==> src/rtl/cit_pkg.sv <==
// cit_pkg: shared types, constants and the splitmix64 mixing steps
// for constant_intern_table. No dependencies.
`timescale 1ns / 1ps
package cit_pkg;

  localparam int unsigned DefTableSlots  = 1024;
  localparam int unsigned DefPoolEntries = 768;

  localparam logic [63:0] MixMulA = 64'hbf58476d1ce4e5b9;
  localparam logic [63:0] MixMulB = 64'h94d049bb133111eb;

  typedef enum logic {
    FUNC_INTERN = 1'b0,
    FUNC_GET    = 1'b1
  } func_e;

  // word handed from front (hashing) to back (table walk)
  typedef struct packed {
    func_e       func;
    logic [63:0] value;
    logic [63:0] hash;
    logic [9:0]  id;
  } job_t;

  typedef struct packed {
    logic [9:0]  id;
    logic [63:0] value;
    logic        was_new;
    logic        table_full;
  } res_t;

  // front hasher steps: three partial products per 64-bit multiply
  typedef enum logic [3:0] {
    FR_IDLE,
    FR_MA0,
    FR_MA1,
    FR_MA2,
    FR_MB0,
    FR_MB1,
    FR_MB2,
    FR_FIN,
    FR_OUT
  } fr_state_e;

  typedef enum logic [3:0] {
    BK_IDLE,
    BK_CLEAR,
    BK_PROBE,
    BK_CHECK,
    BK_VAL,
    BK_CMP,
    BK_GETRD,
    BK_GETDT,
    BK_OUT
  } bk_state_e;

endpackage

==> src/rtl/cit_fifo.sv <==
// cit_fifo: two-entry queue between front and back.
// Depends on cit_pkg.
`timescale 1ns / 1ps
module cit_fifo (
  input  logic          clk_i,
  input  logic          rst_ni,
  input  logic          in_valid_i,
  output logic          in_ready_o,
  input  cit_pkg::job_t in_job_i,
  output logic          out_valid_o,
  input  logic          out_ready_i,
  output cit_pkg::job_t out_job_o
);
  import cit_pkg::*;

  job_t       buf_q [2];
  logic       wp_q, rp_q;
  logic [1:0] cnt_q;
  logic       push, pop;

  assign in_ready_o  = (cnt_q != 2'd2);
  assign out_valid_o = (cnt_q != 2'd0);
  assign out_job_o   = buf_q[rp_q];
  assign push        = in_valid_i && in_ready_o;
  assign pop         = out_valid_o && out_ready_i;

  always_ff @(posedge clk_i or negedge rst_ni) begin
    if (!rst_ni) begin
      wp_q  <= 1'b0;
      rp_q  <= 1'b0;
      cnt_q <= 2'd0;
    end else begin
      if (push) wp_q <= ~wp_q;
      if (pop) rp_q <= ~rp_q;
      cnt_q <= cnt_q + {1'b0, push} - {1'b0, pop};
    end
  end

  always_ff @(posedge clk_i) begin
    if (push) buf_q[wp_q] <= in_job_i;
  end
endmodule

==> config.mk <==
export PLATFORM = sky130hd
export DESIGN_NAME = cit_fifo
export DESIGN_NICKNAME = d
export VERILOG_FILES = /design/src/rtl/cit_pkg.sv /design/src/rtl/cit_fifo.sv
export SDC_FILE = /design/constraint.sdc
export NUM_CORES = 1
export LEC_CHECK = 0
export ABC_AREA = 1
export ABC_CLOCK_PERIOD_IN_PS = 8300
export BUFFER_PORTS_ARGS = -buffer_cell sky130_fd_sc_hd__buf_2
export CAP_MARGIN = 30
export CORE_MARGIN = 2
export CORE_UTILIZATION = 41
export CTS_BUF_LIST = sky130_fd_sc_hd__clkbuf_4 sky130_fd_sc_hd__clkbuf_8 sky130_fd_sc_hd__clkbuf_16
export DETAILED_ROUTE_END_ITERATION = 16
export GPL_TIMING_DRIVEN = 0
export PLACE_DENSITY_LB_ADDON = 0.08
export REMOVE_ABC_BUFFERS = 1
export SLEW_MARGIN = 20
export SYNTH_ARGS = -nofsm -noshare
export SYNTH_HDL_FRONTEND = slang
export SYNTH_SLANG_ARGS = --single-unit
==> constraint.sdc <==
create_clock -name clk_i -period 8.3 [get_ports clk_i]
set_input_delay 0.83 -clock clk_i [delete_from_list [all_inputs] [get_ports clk_i]]
set_output_delay 0.83 -clock clk_i [all_outputs]
set_load 0.02 [all_outputs]
# --- After elaboration in Yosys (flattened, before gate mapping) ---
# Memory sizes are Yosys's and may differ from the RTL's.
# Index checks and enable logic that the tools add are counted.
totals:
  out_inout_bits: 141
  input_bits: 143
  ram_bits: 278
  word_cells: 14
  ff_bits: 4
  memories: 1
mem_list:
  columns: ["memory", "depth", "width", "read_ports", "rd_ports_with_merged_regs", "write_ports", "line_no", "text"]
  rows:
  - ["buf_q", 2, 139, 1, 0, 1, "cit_fifo.sv:16", "job_t buf_q [2];"]
op_classes:
  reduce_logical: 3
  n_mux: 2
  add_sub_neg: 2
  n_eq_ne: 1
  bitwise: 2
op_table:
  columns: ["cell", "count"]
  rows:
  - ["2-bit by 1-bit adder with 2-bit output", 1]
  - ["1-bit logical AND", 2]
  - ["1-bit two-way mux", 2]
  - ["2-bit != test (second input constant)", 1]
  - ["1-bit NOT", 2]
  - ["2-bit nonzero test", 1]
  - ["2-bit by 1-bit subtractor with 2-bit output", 1]

# --- Logic depth before layout (Yosys ltp) ---
logic_depth:
  ltp_word: 4
  depth_mapped: 10
  ltp_nobuf: 10

# --- Worst setup path after synthesis ---
# Ideal clock, no wire load.
synth_path:
  path_kind: "input -> register"
  start: "input in_valid_i"
  end: "memory buf_q[1][0] in the netlist's numbering (enable)"
  required_ns: 7.661
  cell_stages: 2
  t_arrival_ns: 6.695
  setup_time_ns: 0.639
  n_path_buf: 0
  slack_ns: 0.965
  cell_sequence: "nand2_1 > nor2_1"
synth_via:
  elab_chain_cells: 3
synth_rtl:
  columns: ["element", "line_no", "text"]
  rows:
  - ["start, declared", "cit_fifo.sv:7", "input logic in_valid_i,"]
  - ["1-bit logical AND", "cit_fifo.sv:24", "assign push = in_valid_i && in_ready_o;"]
  - ["1-bit two-way mux", "cit_fifo.sv:40", "if (push) buf_q[wp_q] <= in_job_i;"]
  - ["1-bit two-way mux (implied by the code)", "cit_fifo.sv:40", null]
  - ["end, declared", "cit_fifo.sv:16", null]
# No other way between the ends.

==> flow_summary_export.csv <==
group,metric,value,unit
outcome,status,"finished clean",
timing,fin_skew,8.99,ps
clock_network,cts.sinks,282,
power_and_ir_drop,max-vdd-ir-drop,231,µV
detailed_routing,wl_per_cell,15.3,µm
grt,grt_overflow,0,
detailed_routing,wl,21600,µm
grt,grt_usage,0.158,
clock_network,cts.path.max_buffers,3,
timing,slew_headroom,0.616,
clock_network,cts_buffers,30,
finish,final_cell_area,0.0133,mm²
power_and_ir_drop,internal-power,3.32,mW
power_and_ir_drop,p_sw,1.86,mW
synth,synth_area,0.0104,mm²
grt,grt_pass1_wl,32200,µm
clock_network,htreeDepth,1,
timing,holdWs,89.6,ps
critical_path,crit_path_end_kind,"output pin",
synth,ys_types,12,
grt,antenna_found_initial,9,
grt,grt_max_degree,76,
placement,dp_cells,1351,
clock_network,cts_setup_buffers,0,
power_and_ir_drop,power.density,389,mW/mm²
finish,post-route-util,0.534,
detailed_routing,top_layer,"met5",
floorplan,design.core.area,0.0250,mm²
timing,worst_pin_slew,577,ps
critical_path,critical_path_class,"reg2out",
floorplan,start_util,0.415,
critical_path,cp_data_arrival_time,2550,ps
placement,gp_congestion,0.711,
floorplan,die_h,163,µm
detailed_routing,viasPerCell,4.48,
finish,drive_gt1_frac,0.321,
detailed_routing,via_count,6343,
floorplan,fp.dieW,163,µm
detailed_routing,met2_wirelength,9790,µm
timing,finalSetupViolations,0,
timing,setup_ws,4920,ps
timing,fin_crit_sh,0.408,
synth,synth-seq-cells,282,
min_path,hold_path_class,"in2async",
synth,yosysTopAreaCell,"edfxtp_1",
detailed_routing,wl_met3,2340,µm
detailed_routing,drc_errors,0,
synth,yosysWarnings,0,
power_and_ir_drop,clock_power_share,0.263,
job,drv_cap,0,
detailed_routing,drtPass1Iterations,6,
floorplan,boundaryPins,284,
power_and_ir_drop,combPwrFrac,0.347,
power_and_ir_drop,seq_power_share,0.390,
synth,ys_seq_area_frac,0.815,
critical_path,start_kind,"flip-flop",
power_and_ir_drop,power.leakage,5.74,nW
synth,synth_area_per_cell,13.7,µm²
detailed_routing,postRouteAntennaNets,0,
placement,portBuffers,283,
timing,grt_setup_unrepaired,"no",
finish,fin_nets,1198,
floorplan,rows,58,
placement,place_ws,5410,ps
finish,layout_common_cells,"nand2_1 (430), buf_2 (283), edfxtp_1 (278)",
finish,final_common_cell,"nand2_1",
clock_network,cts_resized,0,
critical_path,worst-path-max-fanout,75,
placement,dpl_cell_area,0.0123,mm²
critical_path,cp.required,7470,ps
timing,hold_violations,0,
timing,max_freq,296,MHz
grt,grt_pass1_vias,6111,
finish,syn_to_final_growth,28.6,%
timing,slew_violations,0,
finish,finalNonFillerCells,1415,
power_and_ir_drop,p_sw_frac,0.360,
synth,synthCells,758,
timing,finalSetupTns,0,ps
clock_network,cts.clk_slew.worst_paths,60,ps
placement,dp_hpwl,13600,µm
clock_network,cts_hold_buf,0,
clock_network,cts_root_buf,"clkbuf_16",
floorplan,die_area,0.0266,mm²
detailed_routing,first_iter_violations,331,
clock_network,clk_latency,540,ps
detailed_routing,wl_met1,8880,µm
synth,synthTopCellsByArea,"edfxtp_1 (81%), nand2_1 (16%), buf_6 (1.2%), dfrtp_1 (0.97%), buf_2 (0.87%)",
power_and_ir_drop,p_total,5.18,mW
clock_network,cts_tree,"done",
timing,layout_min_cycle_time,3380,ps
synth,yosysTopAreaCellShare,0.805,
-- layout make-up --
type                    count  area (µm²)
fillers                  2169       11600
flip-flops and latches    282        8450
repair buffers            294        1700
multi-input cells         436        1670
clock buffers              38         828
well taps                 330         413
clock inverters            17         200
inverters                   9        48.8
diodes                      9        22.5
-- worst max-delay path, cell delays in order, from the launching register on --
cell and delay (ps):
dfrtp_4 630, buf_16 270, inv_8 350, buf_16 340, nand2_1 90, nand2_1 80, buf_2 160
-- logic make-up after synthesis --
family        count (synthesis)  synth area share
simple gates                434             0.158
fa+ha+maj                     2           0.00241
buf+inv                      40            0.0250
flops                       282             0.815
-- flip-flops by register name, indices dropped and copies added, names as in the netlist --
| name | flops |
|---|---|
| buf_q | 278 |
| cnt_q | 2 |
| rp_q | 1 |
| wp_q | 1 |
-- synth_stat cells, drive strengths merged --
cell type,count
ha,2
nand3,3
dfrtp,4
clkbuf,1
inv,9
nand2,430
edfxtp,278
buf,30
nor2,1
-- final timing paths --
check | start | to | slack (ps) | cells past startpoint
worst max-delay path | rp_q | out_job_o[40] | 4920 | 6
worst min-delay path | rst_ni | cnt_q[1] | 90 | 1
worst max register to register | cnt_q[1] | buf_q[1][102] | 6020 | 8
worst min register to register | cnt_q[0] | cnt_q[0] | 510 | 1
max in group asynchronous | rst_ni | rp_q | 8070 | 1
min in group clk_i | in_job_i[0] | buf_q[1][0] | 480 | 1
-- routing by layer --
| metal | GRT usage | vias up |
|---|---|---|
| li1 | - | 3163 |
| met1 | 0.197 | 2904 |
| met2 | 0.245 | 227 |
| met3 | 0.0672 | 45 |
| met4 | 0.0599 | 4 |
| met5 | 0 | - |
-- power by group through the flow --
stage	Clock, mW	Sequential, mW	Combinational (mW)
global route	1.45	2.05	1.97
floorplan	0	2.14	1.05
detailed placement	0	2.05	1.83
global placement	0	2.25	1.69
finish	1.36	2.02	1.80
CTS	1.40	2.02	1.84
Note: power is estimated with default switching activity, not from simulation.
