--- config.mk ---
export PLATFORM = sky130hd
export DESIGN_NAME = cit_front
export DESIGN_NICKNAME = d
export VERILOG_FILES = /design/src/rtl/cit_pkg.sv /design/src/rtl/cit_front.sv
export SDC_FILE = /design/constraint.sdc
export NUM_CORES = 2
export LEC_CHECK = 0
export BUFFER_PORTS_ARGS = -buffer_cell sky130_fd_sc_hd__buf_2
export CAP_MARGIN = 20
export CORE_ASPECT_RATIO = 0.8
export CORE_MARGIN = 2
export CORE_UTILIZATION = 25
export DETAILED_ROUTE_END_ITERATION = 10
export GPL_ROUTABILITY_DRIVEN = 0
export PLACE_DENSITY = 0.46
export REMOVE_ABC_BUFFERS = 1
export SETUP_SLACK_MARGIN = 0.2
export SLEW_MARGIN = 0
export SYNTH_ARGS = -nofsm -noshare
export SYNTH_HDL_FRONTEND = slang
export SYNTH_SLANG_ARGS = --single-unit
--- constraint.sdc ---
create_clock -name clk_i -period 30.9 [get_ports clk_i]
set_input_delay 3.09 -clock clk_i [delete_from_list [all_inputs] [get_ports clk_i]]
set_output_delay 3.09 -clock clk_i [all_outputs]
set_load 0.01 [all_outputs]
--- src/rtl/cit_pkg.sv ---
// cit_pkg: shared types, constants and the splitmix64 mixing steps
// for constant_intern_table. No dependencies.
`timescale 1ns / 1ps
package cit_pkg;

  localparam int unsigned DefTableSlots  = 1024;
  localparam int unsigned DefPoolEntries = 768;

  localparam logic [63:0] MixMulA = 64'hbf58476d1ce4e5b9;
  localparam logic [63:0] MixMulB = 64'h94d049bb133111eb;

  typedef enum logic {
    FUNC_INTERN = 1'b0,
    FUNC_GET    = 1'b1
  } func_e;

  // word handed from front (hashing) to back (table walk)
  typedef struct packed {
    func_e       func;
    logic [63:0] value;
    logic [63:0] hash;
    logic [9:0]  id;
  } job_t;

  typedef struct packed {
    logic [9:0]  id;
    logic [63:0] value;
    logic        was_new;
    logic        table_full;
  } res_t;

  // front hasher steps: three partial products per 64-bit multiply
  typedef enum logic [3:0] {
    FR_IDLE,
    FR_MA0,
    FR_MA1,
    FR_MA2,
    FR_MB0,
    FR_MB1,
    FR_MB2,
    FR_FIN,
    FR_OUT
  } fr_state_e;

  typedef enum logic [3:0] {
    BK_IDLE,
    BK_CLEAR,
    BK_PROBE,
    BK_CHECK,
    BK_VAL,
    BK_CMP,
    BK_GETRD,
    BK_GETDT,
    BK_OUT
  } bk_state_e;

endpackage

--- src/rtl/cit_front.sv ---
// cit_front: accepts input words and computes the splitmix64 hash with one
// shared 32x32 multiplier over seven steps. Depends on cit_pkg.
`timescale 1ns / 1ps
module cit_front (
  input  logic          clk_i,
  input  logic          rst_ni,
  input  logic          in_valid_i,
  output logic          in_ready_o,
  input  cit_pkg::job_t in_job_i,
  output logic          out_valid_o,
  input  logic          out_ready_i,
  output cit_pkg::job_t out_job_o
);
  import cit_pkg::*;

  fr_state_e   state_q, state_d;
  job_t        job_q, job_d;
  logic [63:0] x_q, x_d;
  logic [63:0] acc_q, acc_d;
  logic [63:0] mixed;
  logic [31:0] mul_a, mul_b;
  logic [63:0] prod;

  assign in_ready_o  = (state_q == FR_IDLE);
  assign out_valid_o = (state_q == FR_OUT);
  assign out_job_o   = job_q;

  // input of the second multiply, taken from the first product
  assign mixed = acc_q ^ (acc_q >> 27);

  // shared multiplier; low 64 bits built from three partial products
  assign prod = 64'(mul_a) * 64'(mul_b);

  always_comb begin
    state_d = state_q;
    job_d   = job_q;
    x_d     = x_q;
    acc_d   = acc_q;
    mul_a   = x_q[31:0];
    mul_b   = MixMulA[31:0];
    case (state_q)
      FR_IDLE: begin
        if (in_valid_i) begin
          job_d   = in_job_i;
          x_d     = in_job_i.value ^ (in_job_i.value >> 30);
          state_d = FR_MA0;
        end
      end
      FR_MA0: begin
        acc_d   = prod;
        state_d = FR_MA1;
      end
      FR_MA1: begin
        mul_a   = x_q[63:32];
        acc_d   = acc_q + {prod[31:0], 32'd0};
        state_d = FR_MA2;
      end
      FR_MA2: begin
        mul_b   = MixMulA[63:32];
        acc_d   = acc_q + {prod[31:0], 32'd0};
        state_d = FR_MB0;
      end
      FR_MB0: begin
        mul_a   = mixed[31:0];
        mul_b   = MixMulB[31:0];
        x_d     = mixed;
        acc_d   = prod;
        state_d = FR_MB1;
      end
      FR_MB1: begin
        mul_a   = x_q[63:32];
        mul_b   = MixMulB[31:0];
        acc_d   = acc_q + {prod[31:0], 32'd0};
        state_d = FR_MB2;
      end
      FR_MB2: begin
        mul_b   = MixMulB[63:32];
        acc_d   = acc_q + {prod[31:0], 32'd0};
        state_d = FR_FIN;
      end
      FR_FIN: begin
        job_d.hash = acc_q ^ (acc_q >> 31);
        state_d    = FR_OUT;
      end
      default: begin
        if (out_ready_i) state_d = FR_IDLE;
      end
    endcase
  end

  always_ff @(posedge clk_i or negedge rst_ni) begin
    if (!rst_ni) begin
      state_q <= FR_IDLE;
    end else begin
      state_q <= state_d;
    end
  end

  always_ff @(posedge clk_i) begin
    job_q <= job_d;
    x_q   <= x_d;
    acc_q <= acc_d;
  end
endmodule

== Word-level counts from Yosys, hierarchy flattened ==
Index checks and enable logic that the tools add are counted.

* Flip-flop bits (word level): 271
* Bits in latches: 0
* Memory bits (writable): 0
* Bits in read-only memories: 0
* Input port bits: 143
* Output and inout port bits: 141
* Memories kept: 0

* Add/sub/neg operators: 1
* Multipliers: 1
* Div/mod/pow operators: 0
* Order comparisons: 0
* Equal/unequal tests: 9
* Shifts and indexed selects: 0
* Multiplexer cells: 10
* Bitwise gates (word level): 3
* Reductions and logical operators: 13

{| class="wikitable"
|+ Operators by type and width
! operator !! count
|-
| one-hot mux 64 bit (2 select lines) || 3
|-
| one-hot mux 32 bit (3 select lines) || 1
|-
| two-way mux 74 bit || 1
|-
| adder 64 bit || 1
|-
| multiplier 32 x 32 -> 64 bit || 1
|-
| two-way mux 64 bit || 1
|-
| one-hot mux 32 bit (2 select lines) || 1
|-
| XOR 64 x 33 -> 64 bit || 1
|-
| XOR 64 x 34 -> 64 bit || 1
|-
| XOR 64 x 37 -> 64 bit || 1
|-
| one-hot mux 4 bit (8 select lines) || 1
|-
| == test 4 x 3 -> 1 bit, second input constant || 4
|-
| nonzero test 9 bit || 1
|-
| == test 4 x 2 -> 1 bit, second input constant || 2
|-
| two-way mux 4 bit || 2
|-
| AND reduction 2 bit || 4
|-
| nonzero test 2 bit || 3
|-
| OR reduction 2 bit || 3
|-
| == test 4 x 1 -> 1 bit, second input constant || 1
|-
| == test 4 bit, second input constant || 1
|-
| logical NOT 4 bit || 1
|-
| OR reduction 4 bit || 1
|-
| inequality test 2 bit, second input constant || 1
|}

== Depth between registers and ports, before layout ==
* Word-level depth: 6
* Mapped depth: 42
* Depth with buffers taken out: 40

== Least setup slack after synthesis ==
No wires, ideal clock.

* Kind: reg2reg
* Start point: register state_q[0]
* End point: register acc_q[62] (data pin)
* Arrival time: 9.448 ns
* Data required time: 30.634 ns
* Path slack: 21.187 ns
* Cell stages (with the launch flop): 38
* Buffers on the path: 2
* Period minus slack after synthesis: 9.713 ns
* Cells stage by stage: dfrtp_1 nand2b_1 or2_2 a21oi_1 clkbuf_1 a221o_1 clkinv_1 a21oi_1 fa_1 fa_1 fa_1 inv_1 fa_1 inv_1 fa_1 inv_1 fa_1 inv_1 (+2 left out) ha_1 clkbuf_1 nand2_1 nor2_1 nand2_1 o211a_1 nand2_1 a21o_1 a21oi_1 xnor2_1 ha_1 a41oi_1 o21ai_0 a21oi_1 o31ai_1 a41oi_1 mux2i_1 or3b_1

* Word-level cells in the longest chain between the ends: 6
* Elaborated cells between the ends (all ways): 15

{| class="wikitable"
|+ RTL lines
! item !! line !! text
|-
| start, declared || cit_front.sv:16 || <nowiki>fr_state_e state_q, state_d;</nowiki>
|-
| start signal, assigned || cit_front.sv:95 || <nowiki>state_q <= state_d;</nowiki>
|-
| == test 4 x 3 -> 1 bit / == test 4 x 2 -> 1 bit (equally long branches) || cit_front.sv:41 || <nowiki>case (state_q)</nowiki>
|-
| OR reduction 2 bit (no source line) || - ||
|-
| one-hot mux 32 bit (3 select lines) / one-hot mux 32 bit (2 select lines) (equally long branches) || cit_front.sv:41 ||
|-
| multiplier 32 x 32 -> 64 bit || cit_front.sv:32 || <nowiki>assign prod = 64'(mul_a) * 64'(mul_b);</nowiki>
|-
| adder 64 bit || - ||
|-
| one-hot mux 64 bit (2 select lines) * || cit_front.sv:41 ||
|-
| net acc_d[62] || cit_front.sv:19 || <nowiki>logic [63:0] acc_q, acc_d;</nowiki>
|-
| end signal, assigned || cit_front.sv:102 || <nowiki>acc_q <= acc_d;</nowiki>
|-
| end, declared || cit_front.sv:19 ||
|}

The timed path passes the listed nets; every way through them passes the cells marked *.
A chain may end at the register's enable or synchronous reset.

== Final worst setup path ==
* Start point: register state_q[3]
* End point: register acc_q[63] (data pin)

Same word-level chain as after synthesis.

==> flow_metrics.env <==
export IMPL_setup_slack_ns=18.02
export IMPL_synth_flop_cell="edfxtp_1"
export IMPL_crit_path_max_incr_delay_ns=0.80
export IMPL_drive_above_1_share_pct=9.32
export IMPL_holdCritStartpoint="acc_q[4]$_DFFE_PP_"
export IMPL_crit_required_ns=31.24
export IMPL_rsz0062_at_grt="false"
export IMPL_drt_iter0_drc=3019
export IMPL_grt_pass1_vias=31500
export IMPL_worstMarginPinSlew_ns=1.16
export IMPL_ys_ff_latch=271
export IMPL_muxShareOfSynthArea_pct=0.143
export IMPL_viasPerCell=4.64
export IMPL_clk_latency_ns=0.60
export IMPL_fmax_ghz=0.0777
export IMPL_synth_top_area_cell="fa_1"
export IMPL_reg2reg_from="state_q[3]$_DFFE_PN0P_"
export IMPL_grt_pass1_wl_mm=225
export IMPL_grt_max_degree=68
export IMPL_cap_viol_max_count=0
export IMPL_clock_sinks=271
export IMPL_post_cts_setup_buffer_count=0
export IMPL_worstHoldPathType="reg -> reg"
export IMPL_async_flop_share_pct=1.48
export IMPL_fin_setup_tns_ns=0
export IMPL_hold_viol_final=0
export IMPL_port_buffer_count=283
export IMPL_slew_headroom_pct=22.2
export IMPL_vias=30500
export IMPL_die_area_sq_um=171000
export IMPL_finalCritPeriodShare_pct=41.7
export IMPL_cts_hold_fix_buffers=0
export IMPL_synthesis_area_sq_um=41900
export IMPL_path_clk_slew_ns=0.08
export IMPL_finClkSkew_ns=0.0400
export IMPL_setup_viol=0
export IMPL_yosysSeqAreaShare_pct=19.4
export IMPL_syn_avg_cell_area_sq_um=10.2
export IMPL_endpoint="acc_q[63]$_DFFE_PP_"
export IMPL_cts_resized=0
export IMPL_grt_ovfl_total=0
export IMPL_nNetsFinal=5624
export IMPL_remaining_drc_errors=0
export IMPL_path_max_fanout=53
export IMPL_io_pins=284
export IMPL_yosys_area_top_type_share_pct=39.5
export IMPL_num_fill_cells=17800
export IMPL_die_height_um=370
export IMPL_drtPass1Iterations=5
export IMPL_cts_tree="done"
export IMPL_yosys_area_share_simple_pct=8.58
export IMPL_ctsRootBufferMaster="clkbuf_16"
export IMPL_crit_arrival_ns=13.22
export IMPL_cp_start_kind="flop"
export IMPL_reg2regPathDepth=38
export IMPL_ys_types=69
export IMPL_cts_inserted_buffers=27
export IMPL_placedCellCount=6508
export IMPL_routedWlPerCell_um=23.4
export IMPL_clockBufferDepth=3
export IMPL_post_place_ws_ns=18.27
export IMPL_end_kind="flop"
export IMPL_routed_wirelength_mm=154
export IMPL_ys_warn_count=0
export IMPL_antenna_found_initial=3
export IMPL_synth_top_family_by_area="adder cells"
export IMPL_post_dp_hpwl_mm=132
export IMPL_h_tree_depth=1
export IMPL_row_count=134
export IMPL_areaGrowthSynthToFinish_pct=11.6
export IMPL_grt_use_total_pct=18.0
export IMPL_synthesis_instances=4095
export IMPL_yosys_top_cells_area="fa_1 (40%), edfxtp_1 (19%), ha_1 (11%)"
export IMPL_drv_slew=0
export IMPL_start_util_pct=25.2
export IMPL_dieWidth_um=462
export IMPL_crit_start="state_q[3]$_DFFE_PN0P_"
export IMPL_synth_edf_count=267
export IMPL_critPathKind="reg -> reg"
export IMPL_crit_slowest_cell="nor2_1"
export IMPL_final_antenna_net_count=0
export IMPL_period_needed_ns=12.88
export IMPL_synth_compound_area_share_pct=8.33
export IMPL_fin_cells=6559
export IMPL_core_area_sq_um=167000
export IMPL_rrSetupSlack_ns=18.02
export IMPL_synthAdderAreaFrac_pct=50.3
export IMPL_r2r_end="acc_q[63]$_DFFE_PP_"
export IMPL_synth_xor_xnor_area_share_pct=3.91
export IMPL_outcome="finished, final reports clean"
[cells in the mapped netlist (12+ instances only)]
library cell  count
a211oi_1         12
a21o_1           83
a21oi_1         201
a221o_1          31
and2_1           32
buf_1            16
clkbuf_1        127
clkinv_1         12
edfxtp_1        267
fa_1            828
ha_1            360
inv_1           878
nand2_1         361
nand3_1          85
nand4_1          14
nor2_1          290
o21ai_0          99
o21bai_1         16
o22ai_1          21
xnor2_1         120
xor2_1           67
[cell type report]
type                    instances  area (sq um)  share of cell area (%)
multi-input cells            2779         30000                    64.1
flip-flops and latches        271          8120                    17.4
inverters                     899          3380                    7.22
well taps                    2244          2810                    6.00
repair buffers                315          1650                    3.54
clock buffers                  35           706                    1.51
clock inverters                14           129                   0.276
diodes                          2          5.00                  0.0107
[through the flow]
| stage | instance area (sq um) | util (%) | hold slack (ns) |
|---|---|---|---|
| floorplan | 41400 | - | 0.621 |
| detailed placement | 45900 | 27.6 | 0.677 |
| CTS | 46800 | 28.1 | 0.697 |
| global route | 46800 | 28.1 | 0.710 |
| global placement | 45900 | 27.6 | 0.670 |
| finish | 46800 | 28.1 | 0.693 |
[critical path: cells and delay by family (launching register included)]
| kind | cells | cell delay [ns] |
|---|---|---|
| compound gates | 11 | 3.35 |
| xor+xnor | 2 | 0.67 |
| flops | 1 | 0.60 |
| fa+ha+maj | 10 | 4.35 |
| buf+inv | 8 | 1.42 |
| mux | 1 | 0.09 |
| simple gates | 6 | 2.16 |
[cell families after synthesis]
logic type / Yosys count
fa+ha+maj: 1188
buf+inv: 1045
simple gates: 850
compound gates: 548
flops: 271
xor+xnor: 187
mux: 6
[how the worst min path moves through the flow]
stage                                         end  depth (start not counted)  slack (ns)
after floorplan           out_job_o[47]$_DFFE_PP_                          2        0.62
after global placement    out_job_o[14]$_DFFE_PP_                          2        0.67
after detailed placement  out_job_o[14]$_DFFE_PP_                          2        0.68
after CTS                 out_job_o[14]$_DFFE_PP_                          2        0.70
after global routing      out_job_o[14]$_DFFE_PP_                          2        0.71
final                     out_job_o[14]$_DFFE_PP_                          2        0.69
[layout by cell type (no fill, tap or decap), types with 67 or more instances in the layout]
cell / n
a21o_1: 82
a21oi_1: 199
buf_2: 284
edfxtp_1: 267
fa_1: 828
ha_1: 360
inv_1: 877
nand2_1: 358
nand3_1: 84
nor2_1: 287
o21ai_0: 99
xnor2_1: 120
xor2_1: 67
[registers in the layout (all words and copies together) (netlist names)]
name       flops
acc_q         64
out_job_o    139
state_q        4
x_q           64
[routing by layer]
metal / wire, um / part of all wire [%] / vias to the layer above / track usage (%)
met1: 74700 / 49 / 15900 / 28.2
met5: 0 / 0 / - / 0
met3: 12000 / 7.8 / 122 / 3.43
met4: 3330 / 2.2 / 0 / 3.24
li1: - / - / 13300 / -
met2: 63400 / 41 / 1155 / 25.3
Power is left out: the tool's default activity adds up to more than one toggle a clock period on the data nets, which glitch-free logic cannot reach.
